`src/rtl/core/fprq_pkg.sv`:
```
// Shared types and constants for the feedback priority ready queue.
package fprq_pkg;

  localparam int TASK_W  = 8;
  localparam int PRIO_W  = 4;
  localparam int SLICE_W = 15;
  localparam int BASE_W  = 8;
  // Widest raw slice: base shifted by up to fifteen levels.
  localparam int RAW_W   = BASE_W + 15;

  localparam logic [SLICE_W-1:0] SLICE_MAX      = 15'h7fff;
  localparam logic [BASE_W-1:0]  BASE_SLICE_RST = 8'd8;

  typedef enum logic {
    CMD_PUSH = 1'b0,
    CMD_POP  = 1'b1
  } fprq_cmd_t;

  typedef enum logic [1:0] {
    ST_OK       = 2'd0,
    ST_BAD_PRIO = 2'd1,
    ST_FULL     = 2'd2
  } fprq_status_t;

  typedef enum logic [2:0] {
    S_IDLE,
    S_EVAL,
    S_PUSH,
    S_POP,
    S_POP_DATA
  } fprq_state_t;

  typedef struct packed {
    fprq_cmd_t           cmd;
    logic [TASK_W-1:0]   task_id;
    logic [PRIO_W-1:0]   cur_priority;
    logic [SLICE_W-1:0]  slice_left;
    logic                has_run;
  } fprq_in_t;

  typedef struct packed {
    logic [TASK_W-1:0]   out_task;
    logic [PRIO_W-1:0]   new_priority;
    logic [SLICE_W-1:0]  new_slice;
    logic                is_empty;
    fprq_status_t        status;
  } fprq_out_t;

  // Sequencer -> level store
  typedef struct packed {
    logic                push_en;
    logic                pop_en;
    logic [PRIO_W-1:0]   level;
    logic [TASK_W-1:0]   wr_id;
  } fprq_mem_ctl_t;

  // Level store -> sequencer
  typedef struct packed {
    logic                any_ready;
    logic [PRIO_W-1:0]   top_level;
    logic                level_full;
  } fprq_mem_sts_t;

endpackage

```
`src/rtl/core/fprq_slice_unit.sv`:
```
// Shared slice shifter: level slice, saturated slice and promotion compare.
module fprq_slice_unit import fprq_pkg::*; #(
  parameter int LEVELS
) (
  input  logic [PRIO_W-1:0]  level,
  input  logic [BASE_W-1:0]  base_slice,
  input  logic [SLICE_W-1:0] slice_left,
  output logic [SLICE_W-1:0] slice_clip,
  output logic               promote
);

  logic [PRIO_W-1:0] shamt;
  logic [RAW_W-1:0]  raw;
  logic [RAW_W-1:0]  left_x2;

  assign shamt   = PRIO_W'(LEVELS - 1) - level;
  assign raw     = RAW_W'(base_slice) << shamt;
  assign left_x2 = RAW_W'({slice_left, 1'b0});

  // Compare uses the exact slice, report saturates.
  assign promote    = (raw < left_x2);
  assign slice_clip = (raw > RAW_W'(SLICE_MAX)) ? SLICE_MAX : raw[SLICE_W-1:0];

endmodule

```
`src/rtl/core/fprq_level_store.sv`:
```
// Per-level FIFO storage: id memory, head/tail pointers and fill counts.
module fprq_level_store import fprq_pkg::*; #(
  parameter int LEVELS,
  parameter int QUEUE_DEPTH
) (
  input  logic              clk,
  input  logic              rst_n,
  input  fprq_mem_ctl_t     ctl,
  output fprq_mem_sts_t     sts,
  output logic [TASK_W-1:0] rd_data
);

  localparam int LVL_W  = $clog2(LEVELS);
  localparam int PTR_W  = $clog2(QUEUE_DEPTH);
  localparam int CNT_W  = $clog2(QUEUE_DEPTH + 1);
  localparam int ENTRY  = LEVELS * QUEUE_DEPTH;
  localparam int ADDR_W = $clog2(ENTRY);
  localparam logic [ADDR_W-1:0] QD_A = ADDR_W'(QUEUE_DEPTH);

  logic [TASK_W-1:0] mem [ENTRY];
  logic [TASK_W-1:0] rd_data_r;

  logic [PTR_W-1:0] head_r [LEVELS];
  logic [PTR_W-1:0] tail_r [LEVELS];
  logic [CNT_W-1:0] cnt_r  [LEVELS];

  logic [LVL_W-1:0]  lvl;
  logic [ADDR_W-1:0] lvl_base;
  logic [ADDR_W-1:0] wr_addr;
  logic [ADDR_W-1:0] rd_addr;
  logic [PTR_W-1:0]  head_adv;
  logic [PTR_W-1:0]  tail_adv;
  logic [PRIO_W-1:0] top_lvl;
  logic              any_ready;

  assign lvl      = ctl.level[LVL_W-1:0];
  assign lvl_base = ADDR_W'(lvl) * QD_A;
  assign wr_addr  = lvl_base + ADDR_W'(tail_r[lvl]);
  assign rd_addr  = lvl_base + ADDR_W'(head_r[lvl]);

  assign head_adv = (head_r[lvl] == PTR_W'(QUEUE_DEPTH - 1)) ? '0 : head_r[lvl] + PTR_W'(1);
  assign tail_adv = (tail_r[lvl] == PTR_W'(QUEUE_DEPTH - 1)) ? '0 : tail_r[lvl] + PTR_W'(1);

  always_ff @(posedge clk) begin
    if (ctl.push_en) begin
      mem[wr_addr] <= ctl.wr_id;
    end
  end

  always_ff @(posedge clk) begin
    if (ctl.pop_en) begin
      rd_data_r <= mem[rd_addr];
    end
  end

  always_ff @(posedge clk) begin
    if (!rst_n) begin
      for (int i = 0; i < LEVELS; i++) begin
        head_r[i] <= '0;
        tail_r[i] <= '0;
        cnt_r[i]  <= '0;
      end
    end else if (ctl.push_en) begin
      tail_r[lvl] <= tail_adv;
      cnt_r[lvl]  <= cnt_r[lvl] + CNT_W'(1);
    end else if (ctl.pop_en) begin
      head_r[lvl] <= head_adv;
      cnt_r[lvl]  <= cnt_r[lvl] - CNT_W'(1);
    end
  end

  // Highest non-empty level wins
  always_comb begin
    top_lvl   = '0;
    any_ready = 1'b0;
    for (int i = 0; i < LEVELS; i++) begin
      if (cnt_r[i] != '0) begin
        top_lvl   = PRIO_W'(i);
        any_ready = 1'b1;
      end
    end
  end

  assign sts.any_ready  = any_ready;
  assign sts.top_level  = top_lvl;
  assign sts.level_full = (cnt_r[lvl] == CNT_W'(QUEUE_DEPTH));
  assign rd_data        = rd_data_r;

endmodule

```
`src/rtl/core/fprq_seq.sv`:
```
// Sequencer: steps one transaction through the shared slice unit and the store.
module fprq_seq import fprq_pkg::*; #(
  parameter int LEVELS
) (
  input  logic               clk,
  input  logic               rst_n,
  input  logic               in_valid,
  output logic               in_stall,
  input  fprq_in_t           in_data,
  output logic               out_valid,
  input  logic               out_stall,
  output fprq_out_t          out_data,
  output logic [PRIO_W-1:0]  unit_level,
  output logic [SLICE_W-1:0] unit_left,
  input  logic [SLICE_W-1:0] unit_slice,
  input  logic               unit_promote,
  output fprq_mem_ctl_t      mem_ctl,
  input  fprq_mem_sts_t      mem_sts,
  input  logic [TASK_W-1:0]  mem_rd_data
);

  fprq_state_t       state_r, state_nxt;
  fprq_in_t          op_r, op_nxt;
  logic [PRIO_W-1:0] prio_r, prio_nxt;
  logic              bad_r, bad_nxt;
  logic              empty_r, empty_nxt;
  fprq_out_t         out_r, out_nxt;
  logic              out_valid_r, out_valid_nxt;

  logic              out_free;
  logic              prio_bad;
  logic [PRIO_W-1:0] prio_adj;

  assign out_free = !out_valid_r || !out_stall;
  assign prio_bad = ({1'b0, op_r.cur_priority} >= (PRIO_W + 1)'(LEVELS));

  // Feedback rule: demote on used-up slice, promote on mostly unused slice
  always_comb begin
    prio_adj = op_r.cur_priority;
    if (op_r.slice_left == '0) begin
      if (op_r.has_run && (op_r.cur_priority != '0)) begin
        prio_adj = op_r.cur_priority - PRIO_W'(1);
      end
    end else if (unit_promote && (op_r.cur_priority < PRIO_W'(LEVELS - 1))) begin
      prio_adj = op_r.cur_priority + PRIO_W'(1);
    end
  end

  always_comb begin
    state_nxt = state_r;
    case (state_r)
      S_IDLE: begin
        if (in_valid) begin
          state_nxt = (in_data.cmd == CMD_POP) ? S_POP : S_EVAL;
        end
      end
      S_EVAL:     state_nxt = S_PUSH;
      S_PUSH:     state_nxt = out_free ? S_IDLE : S_PUSH;
      S_POP:      state_nxt = S_POP_DATA;
      S_POP_DATA: state_nxt = out_free ? S_IDLE : S_POP_DATA;
      default:    state_nxt = S_IDLE;
    endcase
  end

  always_comb begin
    in_stall      = 1'b1;
    op_nxt        = op_r;
    prio_nxt      = prio_r;
    bad_nxt       = bad_r;
    empty_nxt     = empty_r;
    out_nxt       = out_r;
    out_valid_nxt = out_valid_r && out_stall;
    unit_level    = prio_r;
    unit_left     = op_r.slice_left;
    mem_ctl       = '{push_en: 1'b0, pop_en: 1'b0, level: prio_r, wr_id: op_r.task_id};
    case (state_r)
      S_IDLE: begin
        in_stall = 1'b0;
        if (in_valid) begin
          op_nxt = in_data;
        end
      end
      S_EVAL: begin
        unit_level = prio_bad ? '0 : op_r.cur_priority;
        bad_nxt    = prio_bad;
        prio_nxt   = prio_bad ? '0 : prio_adj;
      end
      S_PUSH: begin
        if (out_free) begin
          mem_ctl.push_en       = !bad_r && !mem_sts.level_full;
          out_valid_nxt         = 1'b1;
          out_nxt.out_task      = op_r.task_id;
          out_nxt.is_empty      = 1'b0;
          if (bad_r) begin
            out_nxt.new_priority = '0;
            out_nxt.new_slice    = '0;
            out_nxt.status       = ST_BAD_PRIO;
          end else begin
            out_nxt.new_priority = prio_r;
            out_nxt.new_slice    = unit_slice;
            out_nxt.status       = mem_sts.level_full ? ST_FULL : ST_OK;
          end
        end
      end
      S_POP: begin
        mem_ctl.level  = mem_sts.top_level;
        mem_ctl.pop_en = mem_sts.any_ready;
        prio_nxt       = mem_sts.any_ready ? mem_sts.top_level : '0;
        empty_nxt      = !mem_sts.any_ready;
      end
      S_POP_DATA: begin
        if (out_free) begin
          out_valid_nxt = 1'b1;
          out_nxt.status = ST_OK;
          if (empty_r) begin
            out_nxt.out_task     = '0;
            out_nxt.new_priority = '0;
            out_nxt.new_slice    = '0;
            out_nxt.is_empty     = 1'b1;
          end else begin
            out_nxt.out_task     = mem_rd_data;
            out_nxt.new_priority = prio_r;
            out_nxt.new_slice    = unit_slice;
            out_nxt.is_empty     = 1'b0;
          end
        end
      end
      default: begin
        in_stall = 1'b1;
      end
    endcase
  end

  always_ff @(posedge clk) begin
    if (!rst_n) begin
      state_r     <= S_IDLE;
      out_valid_r <= 1'b0;
    end else begin
      state_r     <= state_nxt;
      out_valid_r <= out_valid_nxt;
    end
  end

  always_ff @(posedge clk) begin
    op_r    <= op_nxt;
    prio_r  <= prio_nxt;
    bad_r   <= bad_nxt;
    empty_r <= empty_nxt;
    out_r   <= out_nxt;
  end

  assign out_valid = out_valid_r;
  assign out_data  = out_r;

endmodule

```
`src/rtl/core/feedback_priority_ready_queue.sv`:
```
// Top level of the multilevel feedback ready queue.
// A result is registered after the evaluate and push states, or after the pop
// and pop-data states. One transaction, push or pop, is in flight at a time as
// the sequencer steps it through the shared slice shifter and the registered store read.
// A waiting result does not block the next accept; its completion step holds.
// Reset clears pointers, fill counts and the sequencer, base_slice returns to 8;
// the id memory is not cleared.
module feedback_priority_ready_queue import fprq_pkg::*; #(
  parameter int LEVELS      = 8,
  parameter int QUEUE_DEPTH = 16
) (
  input  logic              clk,
  input  logic              rst_n,
  input  logic              in_valid,
  output logic              in_stall,
  input  fprq_in_t          in_data,
  output logic              out_valid,
  input  logic              out_stall,
  output fprq_out_t         out_data,
  input  logic              cfg_wr_en,
  input  logic [BASE_W-1:0] cfg_wr_data
);

  logic [BASE_W-1:0]  base_slice_r;
  logic [PRIO_W-1:0]  unit_level;
  logic [SLICE_W-1:0] unit_left;
  logic [SLICE_W-1:0] unit_slice;
  logic               unit_promote;
  fprq_mem_ctl_t      mem_ctl;
  fprq_mem_sts_t      mem_sts;
  logic [TASK_W-1:0]  mem_rd_data;

  always_ff @(posedge clk) begin
    if (!rst_n) begin
      base_slice_r <= BASE_SLICE_RST;
    end else if (cfg_wr_en) begin
      base_slice_r <= cfg_wr_data;
    end
  end

  fprq_slice_unit #(
    .LEVELS (LEVELS)
  ) u_slice (
    .level      (unit_level),
    .base_slice (base_slice_r),
    .slice_left (unit_left),
    .slice_clip (unit_slice),
    .promote    (unit_promote)
  );

  fprq_level_store #(
    .LEVELS      (LEVELS),
    .QUEUE_DEPTH (QUEUE_DEPTH)
  ) u_store (
    .clk     (clk),
    .rst_n   (rst_n),
    .ctl     (mem_ctl),
    .sts     (mem_sts),
    .rd_data (mem_rd_data)
  );

  fprq_seq #(
    .LEVELS (LEVELS)
  ) u_seq (
    .clk          (clk),
    .rst_n        (rst_n),
    .in_valid     (in_valid),
    .in_stall     (in_stall),
    .in_data      (in_data),
    .out_valid    (out_valid),
    .out_stall    (out_stall),
    .out_data     (out_data),
    .unit_level   (unit_level),
    .unit_left    (unit_left),
    .unit_slice   (unit_slice),
    .unit_promote (unit_promote),
    .mem_ctl      (mem_ctl),
    .mem_sts      (mem_sts),
    .mem_rd_data  (mem_rd_data)
  );

endmodule

```
`config.mk`:
```
export PLATFORM = sky130hd
export DESIGN_NAME = feedback_priority_ready_queue
export DESIGN_NICKNAME = d
export VERILOG_FILES = /design/src/rtl/core/fprq_pkg.sv /design/src/rtl/core/fprq_slice_unit.sv /design/src/rtl/core/fprq_level_store.sv /design/src/rtl/core/fprq_seq.sv /design/src/rtl/core/feedback_priority_ready_queue.sv
export SDC_FILE = /design/constraint.sdc
export NUM_CORES = 2
export LEC_CHECK = 0
export BUFFER_PORTS_ARGS = -buffer_cell sky130_fd_sc_hd__buf_2
export CELL_PAD_IN_SITES_DETAIL_PLACEMENT = 2
export CELL_PAD_IN_SITES_GLOBAL_PLACEMENT = 2
export CORE_MARGIN = 4
export CORE_UTILIZATION = 33
export CTS_CLUSTER_DIAMETER = 80
export CTS_CLUSTER_SIZE = 14
export DETAILED_ROUTE_END_ITERATION = 10
export PLACE_DENSITY = 0.64
export SYNTH_ARGS = -nofsm -noshare
export SYNTH_HDL_FRONTEND = slang
export SYNTH_SLANG_ARGS = --single-unit
```
`constraint.sdc`:
```
create_clock -name clk -period 5.6 [get_ports clk]
set_clock_uncertainty 0.15 [all_clocks]
set_input_delay 0.56 -clock clk [delete_from_list [all_inputs] [get_ports clk]]
set_output_delay 0.56 -clock clk [all_outputs]
set_load 0.1 [all_outputs]
```
==> impl_metrics.csv <==
group,metric,value,unit
outcome,status,"finished, violations left",
outcome,violations,"setup timing",
setup_path,cp-start-kind,"flop",
clock_network,numCtsBuffers,100,
routing,routed-via-count,35800,
floorplanning,pin_count,74,
grt,met2_usage,0.413,
clock_network,clock_path_buffers,3,
timing,max_freq,0.178,GHz
cells_and_area,syn_to_final_growth,17.7,%
setup_path,crit_type,"reg -> reg",
cells_and_area,multi_input_area,0.0134,mm²
routing,route.detailed.drc,0,
yosys,yosysWarnings,0,
yosys,ys_types,102,
timing,holdWs,0.114,ns
power,irDropWorstVdd,240,µV
clock_network,clk_root_buffer_cell,"clkbuf_16",
grt,grtUsageMet1,0.333,
place,portBuffers,73,
grt,track_usage,0.250,
power,p_seq_frac,0.517,
floorplanning,core,0.153,mm²
setup_path,worstPathMaxFanout,20,
floorplanning,die_y,401,µm
grt,grt_pass1_wl,291,mm
grt,met3_usage,0.0402,
routing,drt-total-wl,207,mm
floorplanning,die_area,0.160,mm²
timing,setup_viol,1,
cells_and_area,n_fill_cell,15200,
yosys,synth_nets,3717,
clock_network,clk_pin_slew,0.07,ns
place,hpwlAfterDp,140,mm
power,pwr-share-comb,0.140,
setup_path,required,5.92,ns
yosys,syn-mean-instance-area,13.9,µm²
clock_network,clock-sinks,1212,
place,gp_congestion,0.889,
job,maxCapViolCount,0,
timing,final.min_clock_period,5.61,ns
setup_path,worst_setup_path_end_kind,"flop",
grt,grt-busiest-layer,"met2",
yosys,synth_area_leaders,"edfxtp_1 (71%), mux2i_1 (3.9%), nand2_1 (3.6%)",
power,power_switching,5.34,mW
yosys,synth_largest_area_cell,"edfxtp_1",
floorplanning,row_count,143,
grt,antenna_found_initial,17,
yosys,synth_top_flop_cell,"edfxtp_1",
floorplanning,die_w,401,µm
power,p_leak,20.4,nW
power,pwr-share-clk,0.343,
cells_and_area,final_nets,4140,
cells_and_area,drive_gt1_frac,0.179,
cells_and_area,regArea,0.0363,mm²
timing,finalMaxSlewViolations,0,
routing,vias_per_cell,5.84,
routing,drtAntennaViolNets,0,
routing,wl_per_cell,33.7,µm
power,p_int,14.3,mW
yosys,syn-instance-count,3656,
yosys,synth_top_area_share,0.709,
setup_path,cp.arrival,5.93,ns
power,finalPower,19.6,mW
power,power_density,328,mW/mm²
yosys,yosys_register_bits,1212,
routing,drt_iter0_markers,4047,
yosys,syn-cell-area,0.0509,mm²
timing,fin_ws,-0.00973,ns
hold_path,hold_class,"in -> reg",
yosys,synth-edff-count,1200,
timing,worst_pin_slew,1.30,ns
timing,rsz0062_at_grt,"true",
power,sw_frac_of_total,0.272,
clock_network,cts.htree.levels,3,
timing,fin_crit_sh,1.00,
timing,hold_viol,0,
routing,first_pass_iters,6,
grt,grt_max_degree,130,
setup_path,ff2ff_setup_slack,-0.01,ns
yosys,ys_async_sr_fraction,0,
clock_network,clock_latency,0.74,ns
yosys,yosysSeqAreaShare,0.713,
floorplanning,initial_core_util,0.333,
grt,overflow,0,
clock_network,cts_tree,"done",
grt,grt_pass1_vias,37100,
timing,slew_headroom,0.130,
## path summary, 6_finish.rpt
path	from	to	depth (start not counted)
max reg2reg	u_store.cnt_r[5][0]	u_store.rd_data[5]	17
min reg2reg	base_slice_r[2]	base_slice_r[2]	2
min	cfg_wr_en	base_slice_r[3]	3
max	u_store.cnt_r[5][0]	u_store.rd_data[5]	17
## timing repair
action | in CTS | in global routing
endpoints found under the setup margin | 3 | 54
buffers inserted | 0 | 10
gates resized for setup | 3 | 27
pin swaps | 0 | 6
hold buffers | 38 | 0
endpoints found under the hold margin | 38 | 0
## kinds of logic after synthesis
group / share of synthesized area
buffers and inverters: 0.0268
DFF: 0.713
xor gates and xnor gates: 0.00121
muxes: 0.0423
adders and majority gates: 0.00467
AOI/OAI and AO/OA: 0.0962
and+or+nand+nor: 0.116
## per-layer routing
layer	up-vias	share of wire
met5	-	0.00028
met4	8	0.042
met3	332	0.073
met2	1439	0.48
met1	19100	0.41
li1	14900	-
## worst max-delay path: stages (launching register included)
cell and delay [ns]:
edfxtp_1 0.40, or4_4 0.58, or2_1 0.32, o311ai_4 0.44, buf_4 0.19, nand3_1 0.08
a21oi_1 0.32, a2111o_1 0.33, nor2_8 0.09, buf_4 0.22, buf_4 0.25, nand2_1 0.17
buf_4 0.19, o221ai_1 0.20, o32ai_2 0.32, buf_4 0.20, nand4_1 0.27, or4_1 0.60
## through the flow
step | TNS (ns) | setup slack, ns | std cells | util | area (µm²)
2_1_floorplan | 0 | 0.925 | 3656 | - | 50900
3_3_place_gp | -0.0410 | -0.0410 | 5958 | 0.370 | 56500
3_5_place_dp | -0.345 | -0.145 | 5959 | 0.370 | 56500
4_1_cts | -0.0618 | -0.0618 | 6121 | 0.391 | 59700
5_1_grt | -0.0478 | -0.0443 | 6131 | 0.392 | 59900
6_report | -0.00973 | -0.00973 | 6134 | 0.392 | 59900
## cells in the mapped netlist (19+ instances only)
cell type,count
o22ai_1,33
nand3_1,132
buf_2,76
and3_1,164
a21oi_1,62
buf_4,28
nor3_1,21
a2111oi_0,40
a31oi_1,66
a211oi_1,172
inv_1,36
nand2_1,492
nand4_1,22
nor2_1,324
clkbuf_1,108
ha_1,19
edfxtp_1,1200
nor4_1,25
a311oi_1,32
o21ai_0,78
a32oi_1,21
mux2i_1,200
## state kept, by name (all words and copies together), names as in the netlist
name	flops
u_store.cnt_r	40
u_seq.op_r	5
u_store.tail_r	32
u_seq.mem_ctl	8
u_seq.prio_r	4
base_slice_r	8
u_seq.state_r	3
u_store.rd_data	8
u_seq.out_data	30
u_store.head_r	32
u_seq.unit_left	15
u_seq.bad_r	1
u_seq.empty_r	1
u_seq.out_valid	1
u_store.mem	1024
## power by group through the flow
| stage | Clock (mW) | Sequential [mW] | Combinational (mW) |
|---|---|---|---|
| floorplan | 0 | 10.5 | 1.23 |
| detailed placement | 0 | 10.3 | 2.68 |
| global placement | 0 | 10.3 | 2.63 |
| CTS | 6.87 | 10.1 | 2.72 |
| global route | 7.20 | 10.1 | 2.87 |
| finish | 6.74 | 10.1 | 2.75 |
## layout by cell type (no fill, tap or decap), types with 12 or more instances in the layout
cell / n
nor4_1: 23
buf_12: 45
a32oi_1: 21
nand2_1: 492
inv_1: 36
nand3_1: 132
nor3_1: 19
ha_1: 19
a21oi_1: 61
a221oi_1: 15
o22ai_1: 33
nand4_1: 22
mux2i_1: 197
a211o_1: 13
a311oi_1: 32
a2111oi_0: 29
nor2_1: 317
dlygate4sd3_1: 38
a31oi_1: 65
dfxtp_1: 12
o21ai_0: 78
buf_4: 402
or4_1: 13
a211oi_1: 169
buf_2: 74
clkbuf_16: 101
and3_1: 163
a21o_1: 14
edfxtp_1: 1200
and2_1: 13
## final cells by class
cell class	count	area share
diodes	3	0.000125
clock buffers	107	0.0426
clock inverters	17	0.00426
inverters	39	0.00278
multi-input cells	2165	0.224
flip-flops and latches	1212	0.606
well taps	2030	0.0424
repair buffers	561	0.0784
Note: power is estimated with default switching activity, not from simulation.
